--- src/hdl/apseq_pkg.sv ---
// apseq_pkg: shared types and constants for the accessory power sequencer
`default_nettype none

package apseq_pkg;

  typedef enum logic [2:0] {
    MODE_OFF  = 3'd0,
    MODE_BOOT = 3'd1,
    MODE_ON   = 3'd2,
    MODE_WAIT = 3'd3,
    MODE_SHUT = 3'd4
  } mode_t;

  typedef enum logic [1:0] {
    PH_CONTACT_OFF   = 2'd0,
    PH_LOCK_INACTIVE = 2'd1,
    PH_LOCK_ACTIVE   = 2'd2
  } phase_t;

  typedef enum logic [2:0] {
    IR_NONE    = 3'd0,
    IR_POWER   = 3'd1,
    IR_VOLUP   = 3'd2,
    IR_VOLDOWN = 3'd3,
    IR_REPEAT  = 3'd4
  } ir_t;

  // configuration register indexes
  localparam logic [1:0] CFG_RECENT_BLINK_LIMIT = 2'd0;
  localparam logic [1:0] CFG_BOOT_TIMEOUT       = 2'd1;
  localparam logic [1:0] CFG_WAIT_TIMEOUT       = 2'd2;

  localparam logic [15:0] RECENT_BLINK_LIMIT_RST = 16'd15;
  localparam logic [15:0] BOOT_TIMEOUT_RST       = 16'd2160;
  localparam logic [15:0] WAIT_TIMEOUT_RST       = 16'd1440;

  // timer thresholds
  localparam logic [15:0] T_BOOT_POWER   = 16'd39;
  localparam logic [15:0] T_BOOT_VOL     = 16'd200;
  localparam logic [15:0] T_BOOT_HOLD    = 16'd241;
  localparam logic [15:0] T_BOOT_PRESET  = 16'd242;
  localparam logic [15:0] T_SHUT_PRESET  = 16'd51;
  localparam logic [15:0] T_SHUT_POWER   = 16'd52;
  localparam logic [15:0] T_SHUT_REPEAT  = 16'd53;
  localparam logic [15:0] T_SHUT_ON_MAX  = 16'd50;
  localparam logic [15:0] T_SHUT_RELAY   = 16'd90;
  localparam logic [15:0] T_SHUT_END     = 16'd140;
  localparam logic [15:0] T_MAX          = 16'hFFFF;

  typedef struct packed {
    mode_t       mode;
    logic [15:0] ticks_in_state;
    logic [15:0] ticks_since_blink;
    phase_t      phase;
  } apseq_state_t;

  typedef struct packed {
    logic [15:0] recent_blink_limit;
    logic [15:0] boot_timeout;
    logic [15:0] wait_timeout;
  } apseq_cfg_t;

  typedef struct packed {
    logic  led_red;
    logic  green_lamp;
    logic  relay_on;
    ir_t   ir_request;
    mode_t power_mode;
  } apseq_res_t;

endpackage

`default_nettype wire

--- src/hdl/apseq_step.sv ---
// apseq_step: next-state and result logic for one tick
`default_nettype none

module apseq_step (
  input  apseq_pkg::apseq_state_t state,
  input  apseq_pkg::apseq_cfg_t   cfg,
  input  logic                    ignition_level,
  input  logic                    lock_level,
  input  logic                    blinker_level,
  output apseq_pkg::apseq_state_t state_nxt,
  output apseq_pkg::apseq_res_t   res
);
  import apseq_pkg::*;

  logic        ign_off;
  logic        blink_idle;
  logic        recent;
  logic [15:0] t;
  logic [15:0] t_set;
  mode_t       mode_nxt;
  phase_t      phase_nxt;
  ir_t         ir;
  logic        red;
  logic        green;
  logic        relay;

  assign ign_off    = ignition_level;
  assign blink_idle = blinker_level;
  assign recent     = state.ticks_since_blink < cfg.recent_blink_limit;
  assign t          = state.ticks_in_state;

  // mode transitions, timer presets and key requests
  always_comb begin
    mode_nxt  = state.mode;
    phase_nxt = state.phase;
    t_set     = t;
    ir        = IR_NONE;
    unique case (state.mode)
      MODE_BOOT: begin
        if (!lock_level && ign_off && recent) begin
          if (t < T_BOOT_POWER) begin
            mode_nxt = MODE_OFF;
            t_set    = '0;
          end else if (t < T_BOOT_VOL) begin
            mode_nxt = MODE_SHUT;
            t_set    = T_SHUT_PRESET;
          end else begin
            mode_nxt = MODE_SHUT;
            t_set    = '0;
          end
        end else if (t == T_BOOT_POWER) begin
          ir = IR_POWER;
        end else if (t > T_BOOT_VOL) begin
          if (t <= T_BOOT_HOLD) begin
            if (t[1:0] == 2'b11) ir = IR_VOLUP;
          end else if (!blink_idle) begin
            t_set = T_BOOT_PRESET;
          end else if (!ign_off) begin
            mode_nxt = MODE_ON;
            t_set    = '0;
          end else if (t > cfg.boot_timeout) begin
            mode_nxt = MODE_SHUT;
            t_set    = '0;
          end
        end
      end
      MODE_ON: begin
        if (ign_off) begin
          phase_nxt = PH_CONTACT_OFF;
          mode_nxt  = MODE_WAIT;
          t_set     = '0;
        end
      end
      MODE_WAIT: begin
        if (state.phase == PH_CONTACT_OFF) begin
          if (lock_level) phase_nxt = PH_LOCK_INACTIVE;
        end else if (state.phase == PH_LOCK_INACTIVE) begin
          if (!lock_level && ign_off && recent) phase_nxt = PH_LOCK_ACTIVE;
        end
        if (!ign_off) begin
          mode_nxt = MODE_ON;
          t_set    = '0;
        end else if (t > cfg.wait_timeout || phase_nxt == PH_LOCK_ACTIVE) begin
          mode_nxt = MODE_SHUT;
          t_set    = '0;
        end
      end
      MODE_SHUT: begin
        if (!ign_off || (lock_level && recent)) begin
          if (t <= T_SHUT_ON_MAX) begin
            mode_nxt = MODE_ON;
            t_set    = '0;
          end else if (t <= T_SHUT_RELAY) begin
            // power-off code still running
          end else if (t <= T_SHUT_END) begin
            mode_nxt = MODE_BOOT;
            t_set    = '0;
          end
        end else if (t > T_SHUT_END) begin
          mode_nxt = MODE_OFF;
          t_set    = '0;
        end else if (t >= T_SHUT_RELAY) begin
          // waiting for relay release
        end else if (t >= T_SHUT_REPEAT) begin
          ir = IR_REPEAT;
        end else if (t == T_SHUT_POWER) begin
          ir = IR_POWER;
        end else if (t < T_SHUT_ON_MAX && t[0]) begin
          ir = IR_VOLDOWN;
        end
      end
      default: begin
        // off, and any unused mode code
        if (!ign_off || (recent && lock_level)) begin
          mode_nxt = MODE_BOOT;
          t_set    = '0;
        end
      end
    endcase
  end

  // pin levels come from the mode held at the start of the tick
  always_comb begin
    unique case (state.mode)
      MODE_BOOT: begin red = 1'b1; green = 1'b0; relay = 1'b1; end
      MODE_ON:   begin red = 1'b0; green = 1'b0; relay = 1'b1; end
      MODE_WAIT: begin red = 1'b0; green = 1'b1; relay = 1'b1; end
      MODE_SHUT: begin red = 1'b0; green = 1'b1; relay = 1'b1; end
      default:   begin red = 1'b1; green = 1'b1; relay = 1'b0; end
    endcase
  end

  always_comb begin
    state_nxt.mode           = mode_nxt;
    state_nxt.phase          = phase_nxt;
    state_nxt.ticks_in_state = (t_set == T_MAX) ? t_set : t_set + 16'd1;
    if (!blink_idle) begin
      state_nxt.ticks_since_blink = '0;
    end else if (state.ticks_since_blink == T_MAX) begin
      state_nxt.ticks_since_blink = state.ticks_since_blink;
    end else begin
      state_nxt.ticks_since_blink = state.ticks_since_blink + 16'd1;
    end
  end

  assign res.led_red    = red;
  assign res.green_lamp = green;
  assign res.relay_on   = relay;
  assign res.ir_request = ir;
  assign res.power_mode = mode_nxt;

endmodule

`default_nettype wire

--- src/hdl/accessory_power_sequencer.sv ---
// accessory_power_sequencer: top level with input register, state and result register
// each item goes from the input register through the step logic into the result register
// throughput: one item per cycle while out_stall is low, set by the single pass through the step logic
// while a result waits on out_stall the input register takes one more item, then stalls
// reset (synchronous, rst_n low): mode off, counters zero, lock phase contact off,
// configuration back to its defaults (limit 15, boot 2160, wait 1440), both registers empty
`default_nettype none

module accessory_power_sequencer (
  input  logic        clk,
  input  logic        rst_n,
  // configuration write port
  input  logic        cfg_we,
  input  logic [1:0]  cfg_index,
  input  logic [15:0] cfg_wdata,
  // tick items in
  input  logic        in_valid,
  output logic        in_stall,
  input  logic        in_ignition_level,
  input  logic        in_lock_level,
  input  logic        in_blinker_level,
  // result items out
  output logic        out_valid,
  input  logic        out_stall,
  output logic        out_led_red,
  output logic        out_green_lamp,
  output logic        out_relay_on,
  output logic [2:0]  out_ir_request,
  output logic [2:0]  out_power_mode
);
  import apseq_pkg::*;

  // configuration registers
  apseq_cfg_t   cfg_r;

  // sequencer state, advanced once per item
  apseq_state_t state_r;
  apseq_state_t state_nxt;

  // input register
  logic         in_valid_r;
  logic         in_ign_r;
  logic         in_lock_r;
  logic         in_blink_r;

  // result register
  logic         out_valid_r;
  apseq_res_t   res_nxt;
  apseq_res_t   res_r;

  logic         advance;   // item moves from input to result register
  logic         in_load;   // input register takes a new item

  assign advance  = in_valid_r && (!out_valid_r || !out_stall);
  assign in_stall = in_valid_r && !advance;
  assign in_load  = in_valid && !in_stall;

  always_ff @(posedge clk) begin
    if (!rst_n) begin
      cfg_r.recent_blink_limit <= RECENT_BLINK_LIMIT_RST;
      cfg_r.boot_timeout       <= BOOT_TIMEOUT_RST;
      cfg_r.wait_timeout       <= WAIT_TIMEOUT_RST;
    end else if (cfg_we) begin
      unique case (cfg_index)
        CFG_RECENT_BLINK_LIMIT: cfg_r.recent_blink_limit <= cfg_wdata;
        CFG_BOOT_TIMEOUT:       cfg_r.boot_timeout       <= cfg_wdata;
        CFG_WAIT_TIMEOUT:       cfg_r.wait_timeout       <= cfg_wdata;
        default: ;  // index beyond the list, ignored
      endcase
    end
  end

  // input register: valid under reset, payload free-running on load
  always_ff @(posedge clk) begin
    if (!rst_n) begin
      in_valid_r <= 1'b0;
    end else if (in_load) begin
      in_valid_r <= 1'b1;
    end else if (advance) begin
      in_valid_r <= 1'b0;
    end
  end

  always_ff @(posedge clk) begin
    if (in_load) begin
      in_ign_r   <= in_ignition_level;
      in_lock_r  <= in_lock_level;
      in_blink_r <= in_blinker_level;
    end
  end

  apseq_step u_step (
    .state          (state_r),
    .cfg            (cfg_r),
    .ignition_level (in_ign_r),
    .lock_level     (in_lock_r),
    .blinker_level  (in_blink_r),
    .state_nxt      (state_nxt),
    .res            (res_nxt)
  );

  // state only moves when an item is actually consumed
  always_ff @(posedge clk) begin
    if (!rst_n) begin
      state_r.mode              <= MODE_OFF;
      state_r.ticks_in_state    <= '0;
      state_r.ticks_since_blink <= '0;
      state_r.phase             <= PH_CONTACT_OFF;
    end else if (advance) begin
      state_r <= state_nxt;
    end
  end

  // result register
  always_ff @(posedge clk) begin
    if (!rst_n) begin
      out_valid_r <= 1'b0;
    end else if (advance) begin
      out_valid_r <= 1'b1;
    end else if (!out_stall) begin
      out_valid_r <= 1'b0;
    end
  end

  always_ff @(posedge clk) begin
    if (advance) begin
      res_r <= res_nxt;
    end
  end

  assign out_valid      = out_valid_r;
  assign out_led_red    = res_r.led_red;
  assign out_green_lamp = res_r.green_lamp;
  assign out_relay_on   = res_r.relay_on;
  assign out_ir_request = res_r.ir_request;
  assign out_power_mode = res_r.power_mode;

endmodule

`default_nettype wire

--- config.mk ---
export PLATFORM = sky130hd
export DESIGN_NAME = accessory_power_sequencer
export DESIGN_NICKNAME = d
export VERILOG_FILES = /design/src/hdl/apseq_pkg.sv /design/src/hdl/apseq_step.sv /design/src/hdl/accessory_power_sequencer.sv
export SDC_FILE = /design/constraint.sdc
export NUM_CORES = 1
export LEC_CHECK = 0
export BUFFER_PORTS_ARGS = -buffer_cell sky130_fd_sc_hd__clkbuf_2
export CAP_MARGIN = 30
export CORE_ASPECT_RATIO = 1.2
export CORE_MARGIN = 1
export CORE_UTILIZATION = 60
export CTS_CLUSTER_SIZE = 20
export DETAILED_ROUTE_END_ITERATION = 7
export GPL_ROUTABILITY_DRIVEN = 0
export HOLD_SLACK_MARGIN = 0.08
export MAX_ROUTING_LAYER = met4
export PLACE_DENSITY = 0.78
export SLEW_MARGIN = 20
export SYNTH_ARGS = -nofsm -noshare
export SYNTH_HDL_FRONTEND = slang
export SYNTH_SLANG_ARGS = --single-unit
--- constraint.sdc ---
create_clock -name clk -period 4.7 [get_ports clk]
set_input_delay 0.705 -clock clk [delete_from_list [all_inputs] [get_ports clk]]
set_output_delay 0.705 -clock clk [all_outputs]
set_load 0.05 [all_outputs]
==> key figures, run 1 <==
Critical path
  – CP Max Fanout: 11
  – CP Launch Type: flop
  – Crit path required time: slightly below 5 ns
  – Crit end category: flop
  – Kind of critical path: flop to flop
  – Worst EP arrival: between 4 and 5 ns
  – Worst Setup SP: state_r[29]$_SDFFE_PN0P_
  – Worst r2r src: state_r[29]$_SDFFE_PN0P_

CTS
  – CTS root buf: clkbuf_16
  – Clk sinks: 99
  – Num CTS Buffers: 9
  – Clk buf depth: 2
  – CTS H-tree depth: 3
  – TritonCTS clock tree: yes
  – # resized after CTS: 0
  – Clock transition at the registers of the reported paths: approximately 0.070 ns
  – Clk Latency, worst-skew pair: ~0.35 ns

Cells and area
  – P&R area growth vs syn: 9.742%
  – Most common cell after layout, fill and taps aside: nand2_1
  – Share of post-route cells with drive strength above 1: ~12%
  – Most frequent cells in the layout: nand2_1, dfxtp_1, a21oi_1, inv_1, nor2_1
  – Post-Layout Cell Count: 929
  – # diodes: 0
  – Nets: around 870

Logic synthesis
  – EDFF count, synth: 12
  – Sequential share of the synthesized area: 34.17%
  – Cells after synthesis: 772
  – FFs w/ async S/R, synth: 0%
  – Yosys warnings: 0
  – Dominant synthesized flop cell: dfxtp_1
  – Post-synthesis area per instance: approximately 8 µm²
  – Synthesized net count: approximately 850
  – Mapped cell area: between 0.006 and 0.007 mm²
  – Post-synthesis sequential element count: 99
  – Synth unique cells: 86

Die
  – Num rows: 40
  – Die ar.: between 0.01 and 0.015 mm²
  – Die Ht: 112.9 µm
  – Core area: roughly 0.01 mm²
  – Initial core utilization: between 60% and 70%
  – Die Wd: 94.44 µm
  – # IOs: 37

Power and ir drop
  – Peak VDD IR: between 0.2 and 0.25 mV
  – Leakage: 2.667 nW
  – Pwr dens: 282.6 mW/mm²

Detailed routing
  – Top routing layer used: met4
  – DRT Pass-1 Iters: 8
  – Final wirelength: roughly 16 mm
  – Met3 Routed Length: roughly 970 µm
  – WL/cell: approximately 17 µm
  – Detailed Route Iter0 Violations: around 380
  – ANT nets after route: 0
  – Met1 wire length: between 6 and 7 mm
  – Routed wl met2: 7.972 mm
  – Detailed-route DRC error count: 1
  – Vias: a little under 6000
  – Avg Vias per Cell: 6.203

Global route
  – Largest net degree at the start of global routing: 53
  – Total Routing Usage GR: 31.64%
  – Initial antenna violation count: 0
  – Congestion Overflow GR: 0
  – Vias in the first global route: approximately 5400
  – First-pass GRT wire length: 25.70 mm

Timing
  – Final Hold Vio Count: 0
  – Clk_skew: 0.006704 ns
  – RSZ-0062 raised after global routing: no
  – Setup violations, final: 0
  – Final WS setup: about 0.33 ns
  – Fin crit period: approximately 4.4 ns
  – Fin crit share: between 90% and 100%
  – Fmax: between 0.2 and 0.25 GHz
  – Worst slew margin: a little under half
  – Total negative slack: 0 ns
  – Slew Viols, Final: 0
  – Actual slew at the worst max-slew pin: about 0.8 ns

Run
  – Max-Cap Viols: 0

Min path
  – Hold wc startpoint: cfg_r[9]$_SDFFE_PN0P_
  – Hold Path Class: flop to flop

Placement
  – Placed Cells: ~910
  – Worst Setup Slack post-DPL: around 0.32 ns
  – Dpl hpwl: 11.81 mm
  – PortBufs: 36

Outcome
  – Status: complete, but fails checks
  – Violated checks: design-rule violations
==> through the flow <==
stage	hold WS (ns)	util [%]	power, mW	area (µm²)
3_5_place_dp	0.4475	64.28	1.173	6434
2_1_floorplan	0.4363	-	1.098	6152
3_3_place_gp	0.4445	64.28	1.163	6434
4_1_cts	0.4574	67.26	1.912	6733
6_report	0.4558	67.45	1.908	6751
5_1_grt	0.4719	67.45	1.974	6751
==> area by class of cell <==
type                            instances  area (µm²)
Clock inverter                          6       48.80
Inverter                               57       214.0
Fill cell                             847        3258
Tap cell                              126       157.7
Sequential cell                        99        2102
Timing Repair Buffer                   51       292.8
Clock buffer                           10       250.2
Multi-Input combinational cell        580        3686
==> cell families after synthesis <==
kind of cell	after synthesis	share of synthesized area, %
buf+inv	93	6.060
simple gates	330	26.36
fa+ha+maj	50	10.17
compound gates	181	20.36
xor+xnor	15	2.135
flops	99	34.17
mux	4	0.7524
==> cell usage after synthesis, types with 4 or more instances <==
master | number | share of area [%]
nand2_1 | 148 | 9.0
dfxtp_1 | 87 | 28
a21oi_1 | 74 | 6.0
inv_1 | 56 | 3.4
nor2_1 | 51 | 3.1
ha_1 | 50 | 10
clkbuf_1 | 30 | 1.8
nand4_1 | 20 | 2.0
o21ai_0 | 20 | 1.6
o211ai_1 | 16 | 2.0
nand3_1 | 15 | 1.2
nor3_1 | 15 | 1.2
a31oi_1 | 12 | 1.2
edfxtp_1 | 12 | 5.9
and3_1 | 11 | 1.1
xor2_1 | 11 | 1.6
and2_1 | 9 | 0.92
nand2b_1 | 7 | 0.71
nor2b_1 | 7 | 0.71
nor4_1 | 7 | 0.71
or3_1 | 6 | 0.61
a21o_1 | 5 | 0.61
a211oi_1 | 4 | 0.49
or2_2 | 4 | 0.41
xnor2_1 | 4 | 0.57
==> where the power goes <==
part,internal [mW],switching (mW),total [mW]
Combinational,0.0883,0.169,0.258
Clock,0.399,0.347,0.746
Sequential,0.883,0.0206,0.904
==> metal layers <==
layer | global-route usage [%] | vias up
li1 | - | 2779
met1 | 37.98 | 2710
met2 | 53.00 | 219
met3 | 4.503 | 55
met4 | 12.31 | 0
met5 | - | -
==> what timing repair did <==
item	CTS	global route
setup endpoints to repair	0	2
hold buffers	0	0
setup buffers	0	1
==> state kept, by name, summed over array words and instances, names as in the netlist, 3 cells and up <==
| register | count |
|---|---|
| cfg_r | 48 |
| out_ir_request | 3 |
| out_power_mode | 3 |
| state_r | 37 |
==> worst max-delay path, cell delays in order (launching register included) <==
cell	delay, ns
dfxtp_1	0.43
ha_1	0.37
nand4_1	0.15
nor3_1	0.23
o21ai_0	0.13
a31oi_1	0.43
a2111oi_4	0.11
or4_4	0.58
a31o_2	0.30
ha_1	0.27
nand3_1	0.13
nor2_1	0.08
nand4_4	0.23
nand3_1	0.19
or3_1	0.43
a41oi_1	0.21
==> final timing paths <==
path,end,slack (ns),cells past startpoint
hold reg to reg,cfg_r[9]$_SDFFE_PN0P_,0.46,2
hold / removal,cfg_r[9]$_SDFFE_PN0P_,0.46,2
setup / recovery,state_r[25]$_SDFFE_PN0P_,0.33,15
setup reg to reg,state_r[25]$_SDFFE_PN0P_,0.33,15
Note: power is estimated with default switching activity, not from simulation.
==> run 2: changes to the inputs <==
--- a/config.mk
+++ b/config.mk
@@ -16,4 +16,4 @@
 export HOLD_SLACK_MARGIN = 0.08
-export MAX_ROUTING_LAYER = met4
 export PLACE_DENSITY = 0.78
+export REMOVE_ABC_BUFFERS = 1
 export SLEW_MARGIN = 20
==> constraint.sdc (replaced) <==
create_clock -name clk -period 4.7 [get_ports clk]
set_input_delay 0.94 -clock clk [delete_from_list [all_inputs] [get_ports clk]]
set_output_delay 0.94 -clock clk [all_outputs]
set_load 0.05 [all_outputs]
==> run 2 against run 1 <==
The flow now finishes without violations. Final cell count fell by 0.22%. Worst hold slack about the same. Sequential share of layout area up 0.093 points. Worst setup slack worse by 0.081 ns.
==> key figures, run 2 (synthesis gave the netlist of run 1 again) <==
Timing
  – Setup violations, final: 0
  – RSZ-0062 raised after global routing: no
  – Actual slew at the worst max-slew pin: 0.7555 ns
  – Slew Viols, Final: 0
  – Final Hold Vio Count: 0
  – Fin crit share: 94.70%
  – Clk_skew: 0.008357 ns
  – Fin crit period: about 4.5 ns
  – Worst slew margin: 49.45%
  – Total negative slack: 0 ns
  – Fmax: 0.2247 GHz

Detailed routing
  – Avg Vias per Cell: between 6 and 7
  – DRT Pass-1 Iters: 5
  – Detailed Route Iter0 Violations: 404
  – Vias: 5856
  – WL/cell: between 15 and 20 µm
  – ANT nets after route: 0
  – Detailed-route DRC error count: 0
  – Final wirelength: 16.00 mm

Die
  – Core area: between 0.01 and 0.015 mm²
  – Num rows: 40
  – # IOs: 37
  – Die Wd: about 94 µm
  – Initial core utilization: roughly three fifths
  – Die ar.: 0.01066 mm²
  – Die Ht: approximately 110 µm

Min path
  – Endpoint of the worst hold path: cfg_r[26]$_SDFFE_PN0P_
  – WHS Path Cells: 2
  – Hold Path Class: flop to flop
  – Hold wc startpoint: cfg_r[26]$_SDFFE_PN0P_

CTS
  – Clk buf depth: 2
  – Clock transition at the registers of the reported paths: around 0.070 ns
  – TritonCTS clock tree: yes
  – Clk Latency, worst-skew pair: roughly 0.35 ns
  – CTS H-tree depth: 3
  – Hold-fix buffers, CTS: 0
  – Num CTS Buffers: 9
  – CTS root buf: clkbuf_16
  – Clk sinks: 99

Global route
  – Total Routing Usage GR: a little under a third
  – First-pass GRT wire length: about 26 mm
  – Vias in the first global route: between 5000 and 6000
  – Initial antenna violation count: 0
  – Largest net degree at the start of global routing: 52
  – Congestion Overflow GR: 0

Critical path
  – Worst EP arrival: 4.67 ns
  – Crit end category: flop
  – Worst Setup SP: cfg_r[45]$_SDFFE_PN0P_
  – CP Max Fanout: 11
  – Kind of critical path: flop to flop
  – CP Launch Type: flop
  – Crit path required time: 4.92 ns
  – FF-to-FF path depth: 16
  – Worst r2r src: cfg_r[45]$_SDFFE_PN0P_
  – Worst R2R End: state_r[25]$_SDFFE_PN0P_
  – Reg-to-reg setup timing slack: ~0.25 ns

Power and ir drop
  – Pwr dens: around 280 mW/mm²
  – Leakage: about 2.6 nW
  – Peak VDD IR: approximately 0.18 mV

Cells and area
  – Finished Cell Area: 0.006731 mm²
  – Post-Layout Cell Count: 927
  – Top Registers: cfg_r: 48 flops, state_r: 37 flops
  – Max FFs per register: 48
  – Most common cell after layout, fill and taps aside: nand2_1
  – Most flop-heavy register: cfg_r
  – Share of post-route cells with drive strength above 1: between 10% and 20%
  – P&R area growth vs syn: 9.416%
  – Most frequent cells in the layout: nand2_1, dfxtp_1, a21oi_1, inv_1, nor2_1
  – Nets: around 870
  – # diodes: 0
  – FILL cells: approximately 830

Placement
  – Placed Area: around 0.0064 mm²
  – PortBufs: 36
  – Placed Cells: just over 900
  – Dpl hpwl: about 12 mm

Run
  – Max-Cap Viols: 0

Outcome
  – Status: finished clean
run 2: what timing repair did:
action                     CTS  global route
buffers inserted             0             2
resized for setup            0             1
setup endpoints to repair    0             2
run 2: where the power goes:
part	internal [mW]	switching, mW
clock network	0.417	0.331
registers	0.883	0.0250
logic	0.0885	0.166
run 2: how the worst max path moves through the flow:
stage          depth (start not counted)                        to  slack [ns]
6_report                              16  state_r[25]$_SDFFE_PN0P_        0.25
5_1_grt                               16  state_r[25]$_SDFFE_PN0P_        0.04
4_1_cts                               16  state_r[25]$_SDFFE_PN0P_        0.14
3_5_place_dp                          16  state_r[25]$_SDFFE_PN0P_        0.21
3_3_place_gp                          16  state_r[25]$_SDFFE_PN0P_        0.46
2_1_floorplan                         16  state_r[29]$_SDFFE_PN0P_        0.76
run 2: layout make-up:
| type | instances | area (µm²) | area share, % |
|---|---|---|---|
| flip-flops and latches | 99 | 2102 | 31.23 |
| clock buffers | 11 | 232.7 | 3.457 |
| multi-input cells | 580 | 3689 | 54.80 |
| inverters | 57 | 214.0 | 3.178 |
| clock inverters | 5 | 61.31 | 0.9108 |
| well taps | 126 | 157.7 | 2.342 |
| repair buffers | 49 | 275.3 | 4.089 |
run 2: metal layers:
layer	vias up	wire, µm	global-route usage (%)
li1	2788	-	-
met5	-	0	0
met1	2740	6505	38.60
met2	265	7901	53.33
met4	0	583	15.69
met3	63	1007	5.108
run 2: worst max-delay path, stage by stage (launching register included):
cell and delay (ns):
dfxtp_1 0.33, inv_1 0.07, ha_1 0.32, nand4_1 0.12, or2_1 0.30, o22ai_1 0.37, o31a_1 0.33, mux2i_2 0.15
or4_4 0.56, a31o_2 0.30, ha_1 0.29, nand3_1 0.13, nor2_1 0.08, nand4_4 0.18, nand3_1 0.20, o311ai_0 0.43
a41oi_1 0.15
run 2: per-stage QoR:
step / hold slack [ns] / utilization (%) / setup slack (ns) / power, mW
floorplan: 0.4363 / - / 0.7607 / 1.087
detailed placement: 0.4492 / 64.05 / 0.2105 / 1.170
CTS: 0.4584 / 66.99 / 0.1371 / 1.907
finish: 0.4559 / 67.25 / 0.2492 / 1.911
global placement: 0.4431 / 63.98 / 0.4592 / 1.161
global route: 0.4830 / 67.25 / 0.03620 / 1.978
==> run 3: changes to the inputs <==
Settings changed: BUFFER_PORTS_ARGS -buffer_cell sky130_fd_sc_hd__clkbuf_2 to -buffer_cell sky130_fd_sc_hd__buf_2, CTS_CLUSTER_DIAMETER set to 120, PLACE_DENSITY 0.78 to 0.77, SYNTH_HIERARCHICAL set to 1.
==> run 3 against run 2 <==
Clock power up 3.2%. Synthesized cell count up 10%. Register-to-register slack better by 0.06 ns. Sequential power down 1%. Area after synthesis up 15%. Largest cell class unchanged. Highest routed layer unchanged.
==> key figures, run 3 <==
Detailed routing
  – Final wirelength: roughly 17 mm
  – WL/cell: about 17 µm
  – ANT nets after route: 0
  – Detailed Route Iter0 Violations: between 400 and 500
  – Detailed-route DRC error count: 0
  – Vias: between 6000 and 7000
  – Avg Vias per Cell: a little over 6
  – DRT Pass-1 Iters: 5

CTS
  – CTS root buf: clkbuf_16
  – CTS H-tree depth: 3
  – Num CTS Buffers: 9
  – Clock transition at the registers of the reported paths: around 0.07 ns
  – Clk sinks: just under 100
  – TritonCTS clock tree: yes
  – Clk buf depth: 2
  – Clk Latency, worst-skew pair: 0.36 ns
  – Hold-fix buffers, CTS: 0

Logic synthesis
  – Dominant synthesized flop cell: dfxtp_1
  – Top-count cell post-synth: nand2_1
  – Synth area leader: dfxtp_1
  – Sequential share of the synthesized area: 29.68%
  – Synth top cells by count: nand2_1, dfxtp_1, mux2i_1
  – Post-synthesis sequential element count: 99
  – Yosys warnings: 6
  – Post-synthesis area per instance: roughly 8.3 µm²
  – Synth unique cells: 86
  – Cells after synthesis: between 800 and 900
  – Synth top area share: 24.59%
  – Mapped cell area: ~0.007 mm²
  – EDFF count, synth: 12
  – FFs w/ async S/R, synth: 0%
  – Dominant cells by area after synthesis: dfxtp_1, mux2i_1, nand2_1

Placement
  – Dpl hpwl: 12.71 mm
  – Placed Area: around 0.0073 mm²
  – PortBufs: 36

Critical path
  – Kind of critical path: flop to flop
  – Crit end category: flop
  – Worst EP arrival: around 4.6 ns
  – CP Launch Type: flop
  – CP Max Fanout: 7
  – Crit path required time: ~4.9 ns

Cells and area
  – Finished Cell Area: 0.007740 mm²
  – Seq. cell area: ~0.0021 mm²
  – Layout Utilization: about two thirds
  – Top Registers: cfg_r: 48 flops, state_r: 37 flops
  – Most flop-heavy register: cfg_r
  – FILL cells: between 900 and 1000
  – Share of post-route cells with drive strength above 1: around 15%
  – # diodes: 0
  – P&R area growth vs syn: 9.293%
  – Area occupied by multi-input gates: 0.004468 mm²
  – Most frequent cells in the layout: nand2_1, dfxtp_1, mux2i_1, inv_1, ha_1
  – Max FFs per register: 48
  – Most common cell after layout, fill and taps aside: nand2_1
  – Nets: 950

Die
  – Die Wd: 101.2 µm
  – Core area: 0.01151 mm²
  – Initial core utilization: just over 60%
  – Num rows: 43
  – Die Ht: roughly 120 µm
  – Die ar.: about 0.012 mm²
  – # IOs: 37

Power and ir drop
  – Pwr dens: ~250 mW/mm²
  – Internal: around 1.4 mW
  – Leakage: about 3.2 nW
  – Clk pwr share: between 40% and 50%
  – Power share of the combinational group: around 12%
  – Reg power frac: a little under half
  – Sw frac: between 20 and 30%
  – Peak VDD IR: 0.2670 mV
  – Switching power: just over 0.5 mW

Min path
  – Hold Path Class: flop to flop

Timing
  – Fmax: roughly 0.23 GHz
  – Final Hold Vio Count: 0
  – RSZ-0062 raised after global routing: yes
  – Actual slew at the worst max-slew pin: roughly 0.98 ns
  – Setup violations, final: 0
  – Total negative slack: 0 ns
  – Clk_skew: around 0.0094 ns
  – Slew Viols, Final: 0
  – Fin crit share: approximately 93%
  – Fin crit period: 4.394 ns
  – Worst slew margin: between 30% and 40%
  – Hold Slack: approximately 0.46 ns

Global route
  – Vias in the first global route: 5968
  – Total Routing Usage GR: 29.27%
  – Largest net degree at the start of global routing: 115
  – Congestion Overflow GR: 0
  – First-pass GRT wire length: around 28 mm
  – Initial antenna violation count: 0

Outcome
  – Status: finished clean

Run
  – Max-Cap Viols: 0
## run 3: cell count changes after synthesis, sizes merged, moves of 6 or more
cell / before / now
a21oi: 75 / 37
buf: 5 / 37
clkbuf: 31 / 15
inv: 56 / 65
mux2i: 2 / 79
nand2: 149 / 174
nand4b: 0 / 6
nor2: 53 / 38
o21ai: 22 / 28
or2: 6 / 0
## run 3: layout make-up
cell class | count | area share, %
multi-input cells | 634 | 57.73
clock buffers | 9 | 2.910
repair buffers | 65 | 5.432
inverters | 65 | 3.152
flip-flops and latches | 99 | 27.19
well taps | 157 | 2.538
clock inverters | 7 | 1.051
## run 3: logic make-up after synthesis
kind of cell | after synthesis | share of synthesized area (%)
flops | 99 | 29.68
simple gates | 348 | 25.51
buf+inv | 117 | 8.392
compound gates | 131 | 13.07
mux | 83 | 11.91
fa+ha+maj | 50 | 8.834
xor+xnor | 21 | 2.597
## run 3: per-stage QoR
step / cells / worst slack (ns) / total power [mW]
6_report: 1036 / 0.3059 / 1.905
3_5_place_dp: 1015 / -0.04058 / 1.140
5_1_grt: 1036 / -0.01621 / 1.978
2_1_floorplan: 797 / 0.2199 / 1.053
3_3_place_gp: 1015 / 0.1228 / 1.133
4_1_cts: 1031 / 0.04175 / 1.911
## run 3: power by group through the flow
| stage | combinational (mW) | sequential, mW | clock (mW) |
|---|---|---|---|
| 2_1_floorplan | 0.128 | 0.925 | 0 |
| 3_3_place_gp | 0.217 | 0.916 | 0 |
| 3_5_place_dp | 0.223 | 0.917 | 0 |
| 4_1_cts | 0.224 | 0.897 | 0.790 |
| 5_1_grt | 0.257 | 0.901 | 0.820 |
| 6_report | 0.236 | 0.897 | 0.772 |
## run 3: layer usage
| metal | up-vias | share of wire [%] | GRT usage (%) |
|---|---|---|---|
| li1 | 3027 | - | - |
| met1 | 2932 | 41 | 33.74 |
| met2 | 259 | 49 | 49.79 |
| met3 | 66 | 6.0 | 6.970 |
| met4 | 0 | 3.9 | 15.31 |
| met5 | - | 0 | 0 |
## run 3: timing repair
item                                    4_1_cts  5_1_grt
resized for setup                             1       14
pin swaps                                     0        4
hold endpoints to repair                      0        0
setup buffers                                 0        3
gates cloned                                  0        1
endpoints found under the setup margin        6       12
## run 3: worst paths after layout
kind,slack (ns),end,start,cells past startpoint
setup / recovery,0.31,state_r[21]$_SDFFE_PN0P_,state_r[33]$_SDFFE_PN0P_,19
hold / removal,0.46,cfg_r[45]$_SDFFE_PN0P_,cfg_r[45]$_SDFFE_PN0P_,2
setup reg to reg,0.31,state_r[21]$_SDFFE_PN0P_,state_r[33]$_SDFFE_PN0P_,19
hold reg to reg,0.46,cfg_r[45]$_SDFFE_PN0P_,cfg_r[45]$_SDFFE_PN0P_,2
## run 3: worst max-delay path, cell delays in order (launching register included)
cell and delay [ns]:
dfxtp_1 0.39, ha_1 0.33, nand4_1 0.16, nor4_2 0.33, and4_1 0.24, a31oi_1 0.11
nor4_4 0.42, nor2_1 0.11, a221oi_2 0.28, ha_1 0.24, nand2_1 0.08, nor2_1 0.16
nand2_1 0.09, a311oi_2 0.26, or4b_4 0.56, nand4_1 0.15, xor2_1 0.15, nor2_1 0.06
nand2_1 0.06, mux2i_1 0.07
